**config.mk**
```make
export PLATFORM = sky130hd
export DESIGN_NAME = multi_button_popcount_debouncer
export DESIGN_NICKNAME = d
export VERILOG_FILES = /design/src/rtl/core/mbpd_pkg.sv /design/src/rtl/core/mbpd_lane.sv /design/src/rtl/core/multi_button_popcount_debouncer.sv
export SDC_FILE = /design/constraint.sdc
export NUM_CORES = 1
export LEC_CHECK = 0
export BUFFER_PORTS_ARGS = -buffer_cell sky130_fd_sc_hd__buf_2
export CORE_ASPECT_RATIO = 1.4
export CORE_MARGIN = 2
export CORE_UTILIZATION = 53
export DETAILED_ROUTE_END_ITERATION = 12
export PLACE_DENSITY = 0.73
export SYNTH_ARGS = -nofsm -noshare
export SYNTH_HDL_FRONTEND = slang
export SYNTH_SLANG_ARGS = --single-unit
```
**constraint.sdc**
```tcl
create_clock -name clock -period 8.3 [get_ports clock]
set_input_delay 0 -clock clock [delete_from_list [all_inputs] [get_ports clock]]
set_output_delay 0 -clock clock [all_outputs]
set_load 0.01 [all_outputs]
```
**src/rtl/core/mbpd_pkg.sv**
```systemverilog
// Shared types and constants for the multi-button popcount debouncer.
// No dependencies; used by mbpd_lane and the top level.
package mbpd_pkg;

   localparam int KEY_BITS      = 4;   // width of the raw key and output masks
   localparam int TIME_W        = 32;  // millisecond timestamp width
   localparam int THR_W         = 4;   // threshold register width
   localparam int TIMEOUT_W     = 8;   // sleep timeout register width
   localparam int CNT_W         = 6;   // popcount compare width, holds up to 63
   localparam int CSR_IDX_W     = 2;
   localparam int CSR_DATA_W    = 8;

   localparam logic [TIME_W-1:0] TIMEOUT_UNIT_MS = 32'd15000;
   localparam logic [31:0]       WAKE_HISTORY    = 32'd4;

   localparam logic [THR_W-1:0]  PRESS_THR_RESET   = 4'd4;
   localparam logic [THR_W-1:0]  RELEASE_THR_RESET = 4'd4;

   typedef enum logic {
      OP_TICK = 1'b0,
      OP_WAKE = 1'b1
   } op_type;

   typedef enum logic [CSR_IDX_W-1:0] {
      CSR_PRESS_THR   = 2'd0,
      CSR_RELEASE_THR = 2'd1,
      CSR_SLEEP_TMO   = 2'd2
   } csr_index_type;

   // settings shared by every button lane
   typedef struct packed {
      logic [THR_W-1:0]  press_thr;
      logic [THR_W-1:0]  release_thr;
      logic [TIME_W-1:0] window;      // sleep_timeout * 15000 ms
   } cfg_type;

   // per-item result of one lane
   typedef struct packed {
      logic pulse;
      logic held;
      logic in_window;
   } lane_out_type;

endpackage

```
**src/rtl/core/mbpd_lane.sv**
```systemverilog
// One button lane: shift history, popcount thresholds, latch/fire flags, press stamp.
// Depends on mbpd_pkg.
module mbpd_lane #(
   parameter int HISTORY_BITS = 8
) (
   input  logic                        clock,
   input  logic                        reset,
   input  logic                        advance,
   input  mbpd_pkg::op_type            op,
   input  logic                        key_down,
   input  logic [mbpd_pkg::TIME_W-1:0] now_ms,
   input  mbpd_pkg::cfg_type           cfg,
   output mbpd_pkg::lane_out_type      lane_out
);

   logic [HISTORY_BITS-1:0]     hist_ff, hist_in;
   logic                        latched_ff, latched_in;
   logic                        fired_ff, fired_in;
   logic [mbpd_pkg::TIME_W-1:0] stamp_ff, stamp_in;

   logic [HISTORY_BITS-1:0]     hist_sh;
   logic [mbpd_pkg::CNT_W-1:0]  ones;
   logic [mbpd_pkg::TIME_W-1:0] age;
   logic                        pulse;

   assign hist_sh = {hist_ff[HISTORY_BITS-2:0], key_down};

   always_comb begin
      ones = '0;
      for (int b = 0; b < HISTORY_BITS; b++) begin
         ones = ones + mbpd_pkg::CNT_W'(hist_sh[b]);
      end
   end

   always_comb begin
      hist_in    = hist_sh;
      latched_in = latched_ff;
      fired_in   = fired_ff;
      stamp_in   = stamp_ff;
      pulse      = 1'b0;
      case (op)
         mbpd_pkg::OP_WAKE: begin
            hist_in    = HISTORY_BITS'(mbpd_pkg::WAKE_HISTORY);
            latched_in = 1'b1;
            fired_in   = 1'b1;
            stamp_in   = now_ms;
         end
         mbpd_pkg::OP_TICK: begin
            if (key_down) begin
               if (ones >= mbpd_pkg::CNT_W'(cfg.press_thr)) begin
                  if (!latched_ff) begin
                     latched_in = 1'b1;
                     stamp_in   = now_ms;
                  end
                  if (!fired_ff) begin
                     fired_in = 1'b1;
                     pulse    = 1'b1;
                  end
               end
            end else if (ones <= mbpd_pkg::CNT_W'(cfg.release_thr)) begin
               latched_in = 1'b0;
               fired_in   = 1'b0;
            end
         end
         default: begin
            hist_in = hist_sh;
         end
      endcase
   end

   // wrapping age of the (updated) press stamp
   assign age = now_ms - stamp_in;

   assign lane_out.pulse     = pulse;
   assign lane_out.held      = latched_in;
   assign lane_out.in_window = (age < cfg.window);

   always_ff @(posedge clock) begin
      if (reset) begin
         hist_ff    <= '0;
         latched_ff <= 1'b0;
         fired_ff   <= 1'b0;
         stamp_ff   <= '0;
      end else if (advance) begin
         hist_ff    <= hist_in;
         latched_ff <= latched_in;
         fired_ff   <= fired_in;
         stamp_ff   <= stamp_in;
      end
   end

endmodule

```
**src/rtl/core/multi_button_popcount_debouncer.sv**
```systemverilog
// Top level of the multi-button popcount debouncer: request register, settings,
// button lanes and the response register. Depends on mbpd_pkg and mbpd_lane.
// Usage:
//  - req channel: one request per 10 ms sample tick (req_tuser = OP_TICK, raw
//    active-low keys and millisecond time in req_tdata) or a wake command
//    (req_tuser = OP_WAKE, keys ignored).
//  - rsp channel: exactly one response per request, in order: press pulses,
//    held flags and the activity flag, all taken after the state update.
//  - csr port: csr_we/csr_index/csr_wdata write press threshold (0), release
//    threshold (1), sleep timeout (2); other indexes are ignored. Write only
//    while the block is idle. The timeout is turned into a millisecond window
//    at write time, so the request path carries no multiplier.
//  - Path: request register, then the button lanes, then response register.
//  - Throughput: one request per cycle while rsp_tready stays high; the lane
//    update (8-bit popcount compare plus a 32-bit wrapping age compare) fits
//    between the request register and the response register.
//  - Stall: while rsp_tready is low with a response pending, one more request
//    is held in the request register; then req_tready drops.
//  - Reset (synchronous): histories, flags and stamps clear, thresholds go to
//    4, timeout to 0 (always active); both channels empty.
module multi_button_popcount_debouncer #(
   parameter int NUM_BUTTONS  = 4,
   parameter int HISTORY_BITS = 8
) (
   input  logic                              clock,
   input  logic                              reset,
   // request: tuser = opcode
   input  logic                              req_tvalid,
   output logic                              req_tready,
   input  logic                              req_tuser,   // [0] opcode
   input  logic [39:0]                       req_tdata,   // [3:0] raw_keys, [35:4] now_ms
   // response
   output logic                              rsp_tvalid,
   input  logic                              rsp_tready,
   output logic [15:0]                       rsp_tdata,   // [3:0] press_pulse, [7:4] held,
                                                          // [8] active
   // settings write port
   input  logic                              csr_we,
   input  logic [mbpd_pkg::CSR_IDX_W-1:0]    csr_index,
   input  logic [mbpd_pkg::CSR_DATA_W-1:0]   csr_wdata
);

   localparam int KB    = mbpd_pkg::KEY_BITS;
   localparam int EXT_W = (NUM_BUTTONS > KB) ? NUM_BUTTONS : KB;

   // ---------------- settings ----------------
   logic [mbpd_pkg::THR_W-1:0]  press_thr_ff, press_thr_in;
   logic [mbpd_pkg::THR_W-1:0]  release_thr_ff, release_thr_in;
   logic [mbpd_pkg::TIME_W-1:0] window_ff, window_in;
   mbpd_pkg::cfg_type           cfg;

   always_comb begin
      press_thr_in   = press_thr_ff;
      release_thr_in = release_thr_ff;
      window_in      = window_ff;
      if (csr_we) begin
         case (csr_index)
            mbpd_pkg::CSR_PRESS_THR:   press_thr_in   = csr_wdata[mbpd_pkg::THR_W-1:0];
            mbpd_pkg::CSR_RELEASE_THR: release_thr_in = csr_wdata[mbpd_pkg::THR_W-1:0];
            mbpd_pkg::CSR_SLEEP_TMO: begin
               window_in = mbpd_pkg::TIME_W'(csr_wdata[mbpd_pkg::TIMEOUT_W-1:0])
                           * mbpd_pkg::TIMEOUT_UNIT_MS;
            end
            default: press_thr_in = press_thr_ff;
         endcase
      end
   end

   always_ff @(posedge clock) begin
      if (reset) begin
         press_thr_ff   <= mbpd_pkg::PRESS_THR_RESET;
         release_thr_ff <= mbpd_pkg::RELEASE_THR_RESET;
         window_ff      <= '0;
      end else begin
         press_thr_ff   <= press_thr_in;
         release_thr_ff <= release_thr_in;
         window_ff      <= window_in;
      end
   end

   assign cfg.press_thr   = press_thr_ff;
   assign cfg.release_thr = release_thr_ff;
   assign cfg.window      = window_ff;

   // ---------------- request register ----------------
   logic                        s1_valid_ff, s1_valid_in;
   mbpd_pkg::op_type            s1_op_ff;
   logic [KB-1:0]               s1_keys_ff;
   logic [mbpd_pkg::TIME_W-1:0] s1_now_ff;
   logic                        rsp_valid_ff, rsp_valid_in;
   logic                        req_take;
   logic                        advance;

   // the lanes update when the request register holds a request and the
   // response register is free (or being emptied this cycle)
   assign advance    = s1_valid_ff && (!rsp_valid_ff || rsp_tready);
   assign req_tready = !s1_valid_ff || advance;
   assign req_take   = req_tvalid && req_tready;

   always_comb begin
      s1_valid_in = s1_valid_ff;
      if (req_take) begin
         s1_valid_in = 1'b1;
      end else if (advance) begin
         s1_valid_in = 1'b0;
      end
   end

   always_ff @(posedge clock) begin
      if (reset) begin
         s1_valid_ff <= 1'b0;
      end else begin
         s1_valid_ff <= s1_valid_in;
      end
   end

   always_ff @(posedge clock) begin
      if (req_take) begin
         s1_op_ff   <= mbpd_pkg::op_type'(req_tuser);
         s1_keys_ff <= req_tdata[KB-1:0];
         s1_now_ff  <= req_tdata[KB +: mbpd_pkg::TIME_W];
      end
   end

   // buttons beyond the key field read as released
   logic [EXT_W-1:0]       keys_ext;
   logic [NUM_BUTTONS-1:0] key_down;

   always_comb begin
      keys_ext         = '1;
      keys_ext[KB-1:0] = s1_keys_ff;
   end
   assign key_down = ~keys_ext[NUM_BUTTONS-1:0];

   // ---------------- button lanes ----------------
   mbpd_pkg::lane_out_type lane_out [NUM_BUTTONS];

   for (genvar g = 0; g < NUM_BUTTONS; g++) begin : g_lane
      mbpd_lane #(
         .HISTORY_BITS(HISTORY_BITS)
      ) u_lane (
         .clock    (clock),
         .reset    (reset),
         .advance  (advance),
         .op       (s1_op_ff),
         .key_down (key_down[g]),
         .now_ms   (s1_now_ff),
         .cfg      (cfg),
         .lane_out (lane_out[g])
      );
   end

   // gather lane results; timeout zero means always active
   logic [EXT_W-1:0] pulse_ext;
   logic [EXT_W-1:0] held_ext;
   logic             active;

   always_comb begin
      pulse_ext = '0;
      held_ext  = '0;
      active    = (window_ff == '0);
      for (int i = 0; i < NUM_BUTTONS; i++) begin
         pulse_ext[i] = lane_out[i].pulse;
         held_ext[i]  = lane_out[i].held;
         active       = active | lane_out[i].in_window;
      end
   end

   // ---------------- response register ----------------
   logic [KB-1:0] rsp_pulse_ff;
   logic [KB-1:0] rsp_held_ff;
   logic          rsp_active_ff;

   always_comb begin
      rsp_valid_in = rsp_valid_ff;
      if (advance) begin
         rsp_valid_in = 1'b1;
      end else if (rsp_tready) begin
         rsp_valid_in = 1'b0;
      end
   end

   always_ff @(posedge clock) begin
      if (reset) begin
         rsp_valid_ff <= 1'b0;
      end else begin
         rsp_valid_ff <= rsp_valid_in;
      end
   end

   always_ff @(posedge clock) begin
      if (advance) begin
         rsp_pulse_ff  <= pulse_ext[KB-1:0];
         rsp_held_ff   <= held_ext[KB-1:0];
         rsp_active_ff <= active;
      end
   end

   assign rsp_tvalid = rsp_valid_ff;
   assign rsp_tdata  = {7'b0, rsp_active_ff, rsp_held_ff, rsp_pulse_ff};

   // ---------------- assertions ----------------
   // a press pulse always comes with the held flag of the same button
   a_pulse_implies_held: assert property (@(posedge clock) disable iff (reset)
      rsp_tvalid |-> ((rsp_pulse_ff & ~rsp_held_ff) == '0))
      else $error("press pulse without held flag");

   // a wake command never fires a press pulse
   a_wake_no_pulse: assert property (@(posedge clock) disable iff (reset)
      (advance && (s1_op_ff == mbpd_pkg::OP_WAKE)) |=> (rsp_tvalid && (rsp_pulse_ff == '0)))
      else $error("press pulse on wake command");

   // back-pressure only when both the request and response registers are full
   a_ready_low_full: assert property (@(posedge clock) disable iff (reset)
      !req_tready |-> (s1_valid_ff && rsp_valid_ff && !rsp_tready))
      else $error("request stalled with a free stage");

   // each lane update produces a response in the next cycle
   a_advance_rsp: assert property (@(posedge clock) disable iff (reset)
      advance |=> rsp_valid_ff)
      else $error("lane update lost its response");

endmodule
```
==> reports/metrics.yaml <==
outcome:
  status: "complete, no violations"
critical_path:
  crit_required_ps: 8750
  rr_worst_depth: 41
  regToRegStartpoint: "keys_ext[0]"
  path_common_cell: "ha_1"
  cp_max_fo: 8
  cp-start-kind: "register"
  startpoint: "keys_ext[0]"
  critical_path.slowest_cell: "fa_1"
  critical_path_class: "reg -> reg"
  endpoint_kind: "register"
  critPathMaxStageDelay_ps: 550
  cp.arrival_ps: 8700
sta:
  drv_slew: 0
  fin_crit_sh_pct: 99.4
  rsz0062_at_grt: "yes"
  min_period_ps: 8250
  worst_slew_pin_slew_ps: 1030
  hold_viol: 0
  slew_headroom_pct: 31.6
  holdWs_ps: 108
  finalClockSkew_ps: 32.0
  finalSetupViolCount: 0
  fmax_mhz: 121
floorplan:
  die_area_mm2: 0.0402
  start_util_pct: 53.4
  die_w_um: 170
  pin_count: 74
  die_h_um: 236
  core_mm2: 0.0383
  num_rows: 85
route:
  drc_errors: 0
  vias: 19400
  firstDrtPassIters: 5
  viasPerCell: 6.06
  detail-route-antenna-nets: 0
  wl_um: 63500
  wl_per_cell_um: 19.8
  drt_iter0_drc: 1038
synthesis:
  synth_seq_cells: 239
  netlist_instances: 2467
  ys_warn_count: 0
  yosysMostFrequentCell: "ha_1"
  syn-cell-area_mm2: 0.0205
  synth_cell_types: 80
  yosysTopAreaCellShare_pct: 18.9
  synth_commonest_cells: "ha_1, nand2_1, a21oi_1, nor2_1, dfxtp_1"
  synth_edf_count: 46
  synth_ff_type: "dfxtp_1"
  avgSynthCellArea_um2: 8.29
  synth-seq-area-share_pct: 25.6
  yosys.area.top_type: "dfxtp_1"
  synthArstFlopShare_pct: 0
  synthTopCellsByArea: "dfxtp_1, ha_1, edfxtp_1, a21oi_1, mux2i_1"
hold_path:
  min_path_type: "in -> reg"
  hold_depth: 2
  hold_path_startpoint: "req_tdata[29]"
final_layout:
  nFillCells: 3245
  seq_area_mm2: 0.00525
  area_delta_synth_final_pct: 20.3
  multi_input_area_mm2: 0.0149
  drive_gt1_share_pct: 15.5
  fin_nets: 3084
  fin_area_mm2: 0.0246
  instances_no_fill: 3203
place:
  dpl-instance-area_mm2: 0.0223
  place_inst: 3072
  gp_congestion: 0.948
  hpwl_um: 46900
  portBuffers: 62
clock_tree:
  cts_buffer_depth: 3
  cts_htree_levels: 1
  insertion_delay_ps: 590
  clock_sinks: 239
  cts.reportedPaths.clkPinSlew_ps: 70
  cts_buffers: 27
  cts_tree: "done"
  cts_root_buffer: "clkbuf_16"
global_routing:
  grt_usage_pct: 30.8
  grt_pass1_wl_um: 98400
  grt_overflow_total: 0
  grt_pass1_vias: 19100
  grt_max_degree: 112
  antenna_found_initial: 0
pwr:
  powerDensity_mw_per_mm2: 191
  power.leakage_nw: 10.5
  ir_drop_mv: 0.175
job:
  cap_violations: 0
final timing paths:
check | end | slack, ps
setup / recovery | rsp_active_ff | 50
hold / removal | s1_now_ff[25] | 110
setup reg to reg | rsp_active_ff | 50
hold reg to reg | g_lane[2].u_lane.stamp_ff[29] | 450
worst max-delay path: cells and delay by family (launching register included):
kind | cells | cell delay [ps]
buffers and inverters | 7 | 800
AND/OR/NAND/NOR | 7 | 940
flip-flops | 1 | 390
multiplexers | 1 | 120
AO/OA/AOI/OAI | 16 | 2510
adder cells (fa/ha/maj) | 8 | 3010
XOR/XNOR | 2 | 320
metal layers:
layer  share of wire, %  track usage, %
met2                 51            55.0
met1                 38            34.7
met3                4.7            3.17
met5                  0               0
met4                7.0            19.3
sequential cells by signal, indices dropped and copies added, names as in the netlist:
name and flops:
rsp_pulse_ff 4, g_lane.u_lane.hist_ff 28, s1_now_ff 32, release_thr_ff 4
s1_valid_ff 1, g_lane.u_lane.stamp_ff 128, g_lane.u_lane.latched_ff 4, g_lane.u_lane.fired_ff 4
window_ff 19, s1_op_ff 1, rsp_held_ff 4, rsp_tvalid 1
press_thr_ff 4, keys_ext 4, rsp_active_ff 1
layout make-up:
| class | count | area share, % |
|---|---|---|
| multi-input combinational | 1975 | 60.4 |
| sequential | 239 | 21.3 |
| timing repair buffer | 305 | 9.59 |
| clock buffer | 36 | 3.14 |
| tap | 478 | 2.43 |
| inverter | 155 | 2.39 |
| clock inverter | 14 | 0.737 |
| antenna | 1 | 0.0102 |
cell usage in the layout (no fill, tap or decap), drive strengths merged, types with 7 or more instances in the layout:
cell         Yosys  final
edfxtp          46     46
o21a            24     24
a21o            70     70
o31ai           11     11
dlygate4sd3      0     52
ha             287    287
a21oi          258    258
nand2b          22     22
clkbuf          87     37
nor2           214    214
conb             1      7
inv            154    158
nor2b           35     35
a211o            7      7
o21bai          13     13
nor4            14     14
fa              38     38
a31oi           21     21
and2            11     11
mux2i          127    127
xor2            33     33
o21ai           82     82
o211ai           8      8
xnor2           66     66
and3             8      8
nand4           28     28
nand2          260    260
nand3           66     66
clkinv           1      7
or2              8      8
dfxtp          193    193
a211oi         100    100
buf             17    252
nor3            45     45
metrics by stage:
stage	utilization, %	total power, W	setup WS, ps	setup TNS [ps]
after floorplan	-	0.00265	63.6	0
after global placement	58.2	0.00318	-225	-225
after detailed placement	58.2	0.00324	-438	-438
after CTS	62.7	0.00460	-35.8	-35.8
after global routing	64.2	0.00497	-245	-245
final	64.3	0.00469	53.2	0
where the power goes:
group	switching (W)	internal [W]
clock network	0.000547	0.000757
registers	0.0000747	0.00125
logic	0.00114	0.000919
total	0.00176	0.00293
cell families (layout without fill, tap and decap cells):
| group | count (synthesis) | in the layout | share of synthesized area, % |
|---|---|---|---|
| other | 1 | 8 | 0.0183 |
| AND/OR/NAND/NOR | 752 | 752 | 17.0 |
| adder cells (fa/ha/maj) | 325 | 325 | 21.3 |
| AO/OA/AOI/OAI | 661 | 661 | 20.5 |
| flip-flops | 239 | 239 | 25.6 |
| XOR/XNOR | 99 | 99 | 4.24 |
| multiplexers | 131 | 131 | 6.44 |
| buffers and inverters | 259 | 510 | 4.94 |
timing repair:
action                                  in CTS  in global routing
endpoints found under the setup margin       1                  1
endpoints found under the hold margin       51                  0
cloned                                       0                  1
hold buffers                                52                  0
setup buffers                               14                 14
pin swaps                                   31                 44
resized for setup                           35                 84
(Power assumes the default switching activity.)
